[src/hdl/edma_pkg.sv]
`timescale 1ns / 1ps
// Shared widths, reset values and register indexes for the echo distance
// moving average core. No dependencies.
package edma_pkg;

	localparam int ECHO_W    = 16;
	localparam int CM_W      = 10;
	localparam int CFG_W     = 10;
	localparam int CFG_IDX_W = 1;
	localparam int DIV_CNT_W = $clog2(ECHO_W);
	localparam int OUT_W     = 24;

	localparam logic [CFG_W-1:0] TICKS_RESET = 10'd117;
	localparam logic [CFG_W-1:0] RANGE_RESET = 10'd400;

	localparam logic [CFG_IDX_W-1:0] REG_TICKS_PER_CM = 1'd0;
	localparam logic [CFG_IDX_W-1:0] REG_MAX_RANGE_CM = 1'd1;

endpackage

[src/hdl/edma_ram.sv]
`timescale 1ns / 1ps
// Generic simple dual-port RAM with one write port and a registered read port.
// Standalone; no package dependency.
module edma_ram #(
	parameter int WIDTH = 10,
	parameter int DEPTH = 5,
	localparam int AW = (DEPTH > 1) ? $clog2(DEPTH) : 1
) (
	input  logic                  clk,
	input  logic                  we,
	input  logic [AW-1:0]         waddr,
	input  logic [WIDTH-1:0]      wdata,
	input  logic                  re,
	input  logic [AW-1:0]         raddr,
	output logic [WIDTH-1:0]      rdata
);
	logic [WIDTH-1:0] mem [DEPTH];

	always_ff @(posedge clk) begin
		if (we) begin
			mem[waddr] <= wdata;
		end
		if (re) begin
			rdata <= mem[raddr];
		end
	end

endmodule

[src/hdl/echo_distance_moving_average_core.sv]
`timescale 1ns / 1ps
// Ultrasonic echo to distance converter with a moving average window.
// Uses edma_pkg and one edma_ram instance holding the window.
//
// Usage:
//   s_tdata carries one echo length in timer ticks per beat. Each beat gives
//   one m_tdata beat with the distance in cm and the truncated mean of the
//   last WINDOW_LEN distances (fewer right after reset).
//   The cfg port writes ticks_per_cm (index 0) and max_range_cm (index 1);
//   write only while the core is idle.
// Timing:
//   One shared restoring divider, one quotient bit per cycle, does both the
//   tick to cm conversion and the averaging; the window sits in a RAM with a
//   registered read. An accepted beat passes the cm division, the window read,
//   the sum update, the average division and the done state before m_tvalid
//   rises; s_tready returns in the same cycle, and no new beat is taken before.
// Reset and stalls:
//   arst_n clears the window fill count, running sum and write slot and
//   restores the register defaults. The output beat sits in a register, so
//   the next input beat is accepted and processed while m_tready is low; only
//   the delivery of the following result waits for the register to drain.
module echo_distance_moving_average_core #(
	parameter int WINDOW_LEN = 5
) (
	input  logic                             clk,
	input  logic                             arst_n,
	input  logic                             cfg_we,
	input  logic [edma_pkg::CFG_IDX_W-1:0]   cfg_index,
	input  logic [edma_pkg::CFG_W-1:0]       cfg_data,
	input  logic                             s_tvalid,
	output logic                             s_tready,
	input  logic [edma_pkg::ECHO_W-1:0]      s_tdata,   // [15:0] echo_ticks
	output logic                             m_tvalid,
	input  logic                             m_tready,
	output logic [edma_pkg::OUT_W-1:0]       m_tdata    // [9:0] raw_cm, [19:10] average_cm
);
	localparam int SLOT_W = (WINDOW_LEN > 1) ? $clog2(WINDOW_LEN) : 1;
	localparam int CNT_W  = $clog2(WINDOW_LEN + 1);
	localparam int SUM_W  = $clog2(WINDOW_LEN * 1023 + 1);
	localparam int ECHO_W = edma_pkg::ECHO_W;
	localparam int CM_W   = edma_pkg::CM_W;
	localparam int DCW    = edma_pkg::DIV_CNT_W;

	typedef enum logic [2:0] {
		ST_IDLE,
		ST_DIV_CM,
		ST_RD_OLD,
		ST_UPDATE,
		ST_DIV_AVG,
		ST_DONE
	} state_t;

	state_t state_q;

	logic [CM_W-1:0]   ticks_q;
	logic [CM_W-1:0]   range_q;

	// Shared divider: dividend register shifts out at the top while the
	// quotient shifts in at the bottom.
	logic [ECHO_W-1:0] div_dvd_q;
	logic [CM_W-1:0]   div_rem_q;
	logic [CM_W-1:0]   div_dsr_q;
	logic [DCW-1:0]    div_cnt_q;
	logic [CM_W:0]     rem_shift;
	logic [CM_W+1:0]   rem_diff;
	logic              q_bit;
	logic [CM_W-1:0]   rem_next;
	logic              div_last;

	logic              bad_q;
	logic [CM_W-1:0]   cm_q;
	logic [CM_W-1:0]   cm_calc;
	logic [SLOT_W-1:0] slot_q;
	logic [SLOT_W-1:0] slot_next;
	logic [CNT_W-1:0]  count_q;
	logic [CNT_W-1:0]  count_next;
	logic              full;
	logic [SUM_W-1:0]  sum_q;
	logic [SUM_W:0]    sum_wide;
	logic [SUM_W-1:0]  sum_next;
	logic [CM_W-1:0]   old_cm;

	logic [CM_W-1:0]   raw_out_q;
	logic [CM_W-1:0]   avg_out_q;
	logic              m_tvalid_q;
	logic              out_load;

	always_ff @(posedge clk or negedge arst_n) begin
		if (!arst_n) begin
			ticks_q <= edma_pkg::TICKS_RESET;
			range_q <= edma_pkg::RANGE_RESET;
		end else if (cfg_we) begin
			case (cfg_index)
				edma_pkg::REG_TICKS_PER_CM: ticks_q <= cfg_data;
				edma_pkg::REG_MAX_RANGE_CM: range_q <= cfg_data;
				default: ;
			endcase
		end
	end

	always_comb begin
		rem_shift = {div_rem_q, div_dvd_q[ECHO_W-1]};
		rem_diff  = {1'b0, rem_shift} - {2'b00, div_dsr_q};
		q_bit     = ~rem_diff[CM_W+1];
		rem_next  = q_bit ? rem_diff[CM_W-1:0] : rem_shift[CM_W-1:0];
		div_last  = (div_cnt_q == DCW'(ECHO_W - 1));
	end

	// Distance check on the finished quotient.
	always_comb begin
		if (bad_q || (div_dvd_q > {{(ECHO_W-CM_W){1'b0}}, range_q})) begin
			cm_calc = '0;
		end else begin
			cm_calc = div_dvd_q[CM_W-1:0];
		end
	end

	// Running sum drops the entry about to be overwritten once the window is full.
	always_comb begin
		full       = (count_q == CNT_W'(WINDOW_LEN));
		count_next = full ? count_q : count_q + 1'b1;
		slot_next  = (slot_q == SLOT_W'(WINDOW_LEN - 1)) ? '0 : slot_q + 1'b1;
		sum_wide   = {1'b0, sum_q} + {{(SUM_W-CM_W+1){1'b0}}, cm_q}
		           - (full ? {{(SUM_W-CM_W+1){1'b0}}, old_cm} : '0);
		sum_next   = sum_wide[SUM_W-1:0];
	end

	// The finished result moves into the output register once it is free.
	assign out_load = (state_q == ST_DONE) && (!m_tvalid_q || m_tready);

	edma_ram #(
		.WIDTH(CM_W),
		.DEPTH(WINDOW_LEN)
	) u_window (
		.clk   (clk),
		.we    (state_q == ST_UPDATE),
		.waddr (slot_q),
		.wdata (cm_q),
		.re    (state_q == ST_RD_OLD),
		.raddr (slot_q),
		.rdata (old_cm)
	);

	always_ff @(posedge clk or negedge arst_n) begin
		if (!arst_n) begin
			state_q    <= ST_IDLE;
			div_dvd_q  <= '0;
			div_rem_q  <= '0;
			div_dsr_q  <= '0;
			div_cnt_q  <= '0;
			bad_q      <= 1'b0;
			cm_q       <= '0;
			slot_q     <= '0;
			count_q    <= '0;
			sum_q      <= '0;
			raw_out_q  <= '0;
			avg_out_q  <= '0;
			m_tvalid_q <= 1'b0;
		end else begin
			if (out_load) begin
				m_tvalid_q <= 1'b1;
			end else if (m_tready) begin
				m_tvalid_q <= 1'b0;
			end
			case (state_q)
				ST_IDLE: begin
					if (s_tvalid) begin
						div_dvd_q <= s_tdata;
						div_rem_q <= '0;
						div_dsr_q <= ticks_q;
						div_cnt_q <= '0;
						bad_q     <= (s_tdata == '0) || (ticks_q == '0);
						state_q   <= ST_DIV_CM;
					end
				end
				ST_DIV_CM, ST_DIV_AVG: begin
					div_dvd_q <= {div_dvd_q[ECHO_W-2:0], q_bit};
					div_rem_q <= rem_next;
					div_cnt_q <= div_cnt_q + 1'b1;
					if (div_last) begin
						state_q <= (state_q == ST_DIV_CM) ? ST_RD_OLD : ST_DONE;
					end
				end
				ST_RD_OLD: begin
					cm_q    <= cm_calc;
					state_q <= ST_UPDATE;
				end
				ST_UPDATE: begin
					sum_q     <= sum_next;
					count_q   <= count_next;
					slot_q    <= slot_next;
					div_dvd_q <= {{(ECHO_W-SUM_W){1'b0}}, sum_next};
					div_rem_q <= '0;
					div_dsr_q <= {{(CM_W-CNT_W){1'b0}}, count_next};
					div_cnt_q <= '0;
					state_q   <= ST_DIV_AVG;
				end
				ST_DONE: begin
					if (out_load) begin
						raw_out_q <= cm_q;
						avg_out_q <= div_dvd_q[CM_W-1:0];
						state_q   <= ST_IDLE;
					end
				end
				default: state_q <= ST_IDLE;
			endcase
		end
	end

	assign s_tready = (state_q == ST_IDLE);
	assign m_tvalid = m_tvalid_q;
	assign m_tdata  = {{(edma_pkg::OUT_W-2*CM_W){1'b0}}, avg_out_q, raw_out_q};

endmodule
[config.mk]
export PLATFORM = sky130hd
export DESIGN_NAME = echo_distance_moving_average_core
export DESIGN_NICKNAME = d
export VERILOG_FILES = /design/src/hdl/edma_pkg.sv /design/src/hdl/edma_ram.sv /design/src/hdl/echo_distance_moving_average_core.sv
export SDC_FILE = /design/constraint.sdc
export NUM_CORES = 1
export LEC_CHECK = 0
export ABC_AREA = 0
export BUFFER_PORTS_ARGS = -buffer_cell sky130_fd_sc_hd__buf_2
export CAP_MARGIN = 20
export CORE_UTILIZATION = 61
export DETAILED_ROUTE_END_ITERATION = 16
export MAX_ROUTING_LAYER = met4
export PLACE_DENSITY_LB_ADDON = 0.3
export SKIP_CTS_REPAIR_TIMING = 1
export SYNTH_ARGS = -nofsm -noshare
export SYNTH_HDL_FRONTEND = slang
export SYNTH_SLANG_ARGS = --single-unit
export TNS_END_PERCENT = 50
[constraint.sdc]
create_clock -name clk -period 3.6 [get_ports clk]
set_input_delay 0.18 -clock clk [delete_from_list [all_inputs] [get_ports clk]]
set_output_delay 0.18 -clock clk [all_outputs]
set_load 0.05 [all_outputs]
## Yosys cells after proc, flatten, opt, wreduce, memory -nomap -nowiden

Memories as Yosys holds them, arrays and structs flattened. A register that Yosys moved wholly into a read port is not among the register bits.
Cells that the tools add are included.

- Add/subtract/negate cells: 6
- Mux-type cells: 22
- Reduce and logical (&&, ||, !) cells: 19
- $lt $le $gt $ge: 1
- Equality and inequality tests: 11
- Bitwise gates (word level): 2

Operators with widths:

| kind | count |
|---|---|
| 10-bit 2-to-1 mux | 5 |
| 16-bit case mux with 3 select lines | 1 |
| 10-bit case mux with 3 select lines | 1 |
| 10-bit case mux with 2 select lines | 1 |
| 3-bit 2-to-1 mux | 6 |
| 16-bit by 10-bit greater-than comparator with 1-bit output | 1 |
| 16-bit logical NOT | 1 |
| 16-bit 2-to-1 mux | 1 |
| 3-bit case mux with 5 select lines | 1 |
| 13-bit by 10-bit adder with 13-bit output | 1 |
| 13-bit by 10-bit subtractor with 13-bit output | 1 |
| 3-bit == test (second input constant) | 4 |
| 4-bit case mux with 3 select lines | 1 |
| 2-bit AND reduction | 6 |
| 11-bit by 10-bit subtractor with 12-bit output | 1 |
| 10-bit logical NOT | 1 |
| 3-bit by 1-bit adder with 3-bit output (second input constant) | 2 |
| 3-bit by 2-bit == test with 1-bit output (second input constant) | 2 |
| 2-bit != test (second input constant) | 3 |
| 4-bit by 1-bit adder with 4-bit output (second input constant) | 1 |
| 4-bit == test (second input constant) | 1 |
| 1-bit 2-to-1 mux | 4 |
| 4-bit 2-to-1 mux | 1 |
| 2-bit nonzero test | 2 |
| other kinds (9) | 12 |

- Input port bits: 32
- Memories: 1
- RAM bits: 50
- Logic and storage cells: 77
- Register bits after elaboration: 114

Memories:

| name | depth | bits a word | rd ports | clocked after memory_dff | write ports | line | RTL |
|---|---|---|---|---|---|---|---|
| u_window.mem | 5 | 10 | 1 | 1 | 1 | edma_ram.sv:17 | `logic [WIDTH-1:0] mem [DEPTH];` |

## Logic depth before layout (Yosys ltp)

- Depth after elaboration: 5
- Depth in mapped cells: 15

## Cells and area by module

From an unflattened synthesis, not the netlist that was laid out.

- Cell total of the unflattened synthesis: 774
- Area, all modules: 8,946.1 sq um

Modules (own cells, without submodules):

| module | area each (sq um) | seq. area each (sq um) | cells an instance | times used |
|---|---|---|---|---|
| echo_distance_moving_average_core | 6,558.8 | 2,862.7 | 651 | 1 |
| edma_ram | 2,387.3 | 1,801.7 | 123 | 1 |

## Worst setup path before layout

No wires, ideal clock.

- Kind: reg-to-reg
- From: register count_q[0]
- To: register div_dvd_q[11]
- Slack: 0.339 ns
- Setup time: 0.142 ns
- Stages on the path, launching flop included: 13
- Clock period less this slack: 3.261 ns
- Data arrival time: 3.119 ns
- Cell sequence: dfrtp_1 > ha_1 > clkbuf_1 > and3_1 > fa_1 > inv_1 > ha_1 > a211o_1 > a2111oi_4 > nor2_2 > a221oi_2 > mux2i_1 > a31oi_1

- Word-level cells in the longest chain between the ends: 4

Ends and longest elaborated chain:

| element | line | RTL |
|---|---|---|
| from (decl) | echo_distance_moving_average_core.sv:75 | `logic [CNT_W-1:0] count_q;` |
| from (signal assigned) | echo_distance_moving_average_core.sv:190 | `count_q <= count_next;` |
| 3-bit == test | echo_distance_moving_average_core.sv:120 | `full = (count_q == CNT_W'(WINDOW_LEN));` |
| 10-bit 2-to-1 mux | echo_distance_moving_average_core.sv:124 | `- (full ? {{(SUM_W-CM_W+1){1'b0}}, old_cm} : '0);` |
| 13-bit by 10-bit subtractor with 13-bit output | echo_distance_moving_average_core.sv:124 |  |
| 16-bit case mux with 3 select lines | echo_distance_moving_average_core.sv:165 | `case (state_q)` |
| to (signal assigned) | echo_distance_moving_average_core.sv:168 | `div_dvd_q <= s_tdata;` |
| to (signal assigned) | echo_distance_moving_average_core.sv:177 | `div_dvd_q <= {div_dvd_q[ECHO_W-2:0], q_bit};` |
| to (signal assigned) | echo_distance_moving_average_core.sv:192 | `div_dvd_q <= {{(ECHO_W-SUM_W){1'b0}}, sum_next};` |
| to (decl) | echo_distance_moving_average_core.sv:60 | `logic [ECHO_W-1:0] div_dvd_q;` |

No other way between the ends.
A chain may end at the register's enable or synchronous reset.

## Final worst setup path

Ends and elaborated chain as after synthesis.

==> metrics.md <==
| Metric | Value |
|---|---|
| Outcome | `complete, but fails checks` |
| Failing checks | `negative hold slack` |
| Final setup viols | `0` |
| Place WS | `0.136 ns` |
| Hpwl dp | `about 14 mm` |
| Crit path max-delay family | `adder cells` |
| Antenna Cells | `0` |
| Final hold violations | `1` |
| Worst min path class | `input pin to flip-flop` |
| Clock H-tree levels | `4` |
| Final nets | `904` |
| Placed cell area | `between 9000 and 10000 um2` |
| Cell at the slowest stage of the critical path | `fa_1` |
| Drt total wl | `19.9 mm` |
| CTS tree | `yes` |
| CP Max Fanout | `12` |
| Initial DRC Count | `approximately 500` |
| Initial cell density of the core | `0.626` |
| Leak | `about 4.4 nW` |
| CTS Root Cell | `clkbuf_16` |
| WHS | `-0.00398 ns` |
| Post-layout min period | `3.40 ns` |
| VDD IR max | `0.592 mV` |
| Die extent in x | `122 um` |
| Cell Area, Synth | `8720 um2` |
| WP data arrival | `3.69 ns` |
| Worst Skew | `0.0106 ns` |
| Syn Area/Cell | `11.4 um2` |
| PnR worst setup slack | `0.201 ns` |
| Die area | `14800 um2` |
| Worst Max-Slew Pin Slew | `0.932 ns` |
| Routed len/inst | `19.6 um` |
| GRT Residual Overflow | `0` |
| Antenna violations before repair | `0` |
| Clk buf depth | `2` |
| Post-synth cell types | `60` |
| RSZ-0062 raised after global routing | `false` |
| Setup TNS | `0 ns` |
| Core outline area | `about 14000 um2` |
| GPL Wtd Cong | `slightly below 0.9` |
| PortBufs | `between 50 and 60` |
| Fmax | `294 MHz` |
| Required @ worst endpoint | `roughly 4 ns` |
| Worst Path Buf+Inv | `1` |
| Number of flops mapped to enable cells by yosys | `60` |
| CP peak stage delay | `between 0.5 and 0.6 ns` |
| Die Span Y | `122 um` |
| Fin crit share | `0.944` |
| Vias in the first global route | `6131` |
| DRC | `0` |
| GR Util All Layers | `0.297` |
| Top FF cell, synth | `dfrtp_1` |
| Crit path cell chain | `ha_2 > and3_1 > fa_1 > inv_1 > ha_1 > a211o_1 > a2111oi_4 > nor2_2 > a221oi_2 > mux2i_1 > a31oi_1` |
| Routed Antenna Nets | `0` |
| Most Used Layer, Global Route | `met2` |
| # clock sinks | `roughly 170` |
| Setup crit start kind | `flip-flop` |
| Register area share after synthesis | `0.535` |
| Slew Viols, Final | `0` |
| PwrDens | `a little under 800 nW/um2` |
| Share of layout cells above drive strength 1 | `0.197` |
| Met1 Usage GRT | `0.395` |
| Met2 Track Usage GR | `0.445` |
| TritonCTS buffer count | `17` |
| Design area | `9860 um2` |
| 1st-pass router iterations | `5` |
| YS warnings | `0` |
| Global-route wire length before repair | `31.8 mm` |
| Slew headroom | `0.376` |
| Largest net degree at the start of global routing | `between 60 and 70` |
| Asr flop ratio synth | `0.655` |
| Ports | `between 50 and 60` |
| Post-route insts no fill | `roughly 1000` |
| Syn-to-layout area delta | `13.1%` |
| Synth Instances | `767` |
| Vias | `6276` |
| Row cnt | `43` |
| Cell count after placement | `between 900 and 1000` |
| Clock Latency Late Sink | `0.44 ns` |
| Worst-path clk slew | `about 0.080 ns` |
| Synth Register Bits | `174` |
| Setup crit end kind | `flip-flop` |
| Vias/cell | `just over 6` |
| GR Layer Usage met3 | `0.0669` |
| Layout filler cell count | `941` |
| Critical path type | `flip-flop to flip-flop` |
| Max_cap viols | `0` |
[cell usage after synthesis (11+ instances only)]
library cell  number  area, um2
a21oi_1           25        125
a22oi_1           12       90.1
and3_1            13       81.3
clkbuf_1          23       86.3
dfrtp_1          106       2650
edfxtp_1          60       1800
fa_1              11        220
ha_1              38        475
inv_1             72        270
mux2_2            43        484
mux2i_1           19        190
nand2_1           53        199
nor2_1            47        176
nor3_1            11       55.1
o21a_1            14        105
o21ai_0           48        240
o22ai_1           12       75.1
xnor2_1           11       96.3
[where the power goes]
part / internal, mW / switching [mW] / total (mW) / leakage [nW]
sequential: 2.45 / 0.403 / 2.85 / 2.06
combinational: 1.27 / 1.67 / 2.94 / 2.02
clock: 1.01 / 0.873 / 1.88 / 0.305
[per-stage QoR]
step            util  power [mW]  hold slack (ns)
3_3_place_gp   0.660        5.59            0.262
2_1_floorplan      -        5.00           -0.116
5_1_grt        0.708        8.11          0.00811
6_report       0.708        7.67         -0.00398
3_5_place_dp   0.660        5.75            0.270
4_1_cts        0.705        7.66           -0.191
[cell usage in the layout, fill, tap and decap left out, types with 13 or more instances in the layout]
master,count
ha_1,37
mux2i_1,19
and3_1,13
a21oi_1,25
clkbuf_16,17
o21ai_0,47
buf_2,52
dfrtp_1,106
edfxtp_1,60
o21a_1,14
inv_1,72
mux2_2,43
nor2_1,45
nand2_1,53
[worst min-delay path, cell delays in order]
cell,delay (ns)
buf_2,0.09
o21ai_0,0.06
o21ai_0,0.06
[sequential cells by signal, indices dropped and copies added, names as in the netlist]
register        count
ticks_q            10
div_dsr_q          10
m_tvalid            1
avg_out_q          10
sum_q              13
raw_out_q          10
slot_q              3
state_q             3
u_window.mem       50
u_window.rdata     10
count_q             3
cm_q               10
div_rem_q          10
range_q            10
div_dvd_q          16
bad_q               1
div_cnt_q           4
[cell type report]
cell class / count / area, um2 / share of cell area
well taps: 180 / 225 / 0.0228
flip-flops and latches: 174 / 4660 / 0.473
multi-input cells: 489 / 3670 / 0.372
clock inverters: 15 / 201 / 0.0204
clock buffers: 17 / 425 / 0.0431
inverters: 73 / 274 / 0.0278
repair buffers: 68 / 400 / 0.0406
[cells by family after synthesis]
logic type,synth area share
compound gates,0.140
simple gates,0.0964
flops,0.535
buf+inv,0.0488
mux,0.0825
fa+ha+maj,0.0798
xor+xnor,0.0171
other cells,0.000430
[worst paths after layout]
| path | endpoint | slack (ns) | depth (start not counted) | startpoint |
|---|---|---|---|---|
| min in group asynchronous | state_q[1] | 0.32 | 2 | arst_n |
| setup reg to reg | div_dvd_q[11] | 0.20 | 11 | count_q[0] |
| setup / recovery | div_dvd_q[11] | 0.20 | 11 | count_q[0] |
| max in group asynchronous | raw_out_q[3] | 2.50 | 3 | arst_n |
| hold reg to reg | sum_q[1] | 0.48 | 1 | sum_q[1] |
| hold / removal | state_q[0] | -0.004 | 3 | s_tvalid |
[metal layers]
layer	vias to the layer above	wire length (um)
met5	-	0
met4	0	445
met3	38	1390
met2	255	9500
met1	3120	8530
li1	2863	-
Power figures use the tool's default switching activity.
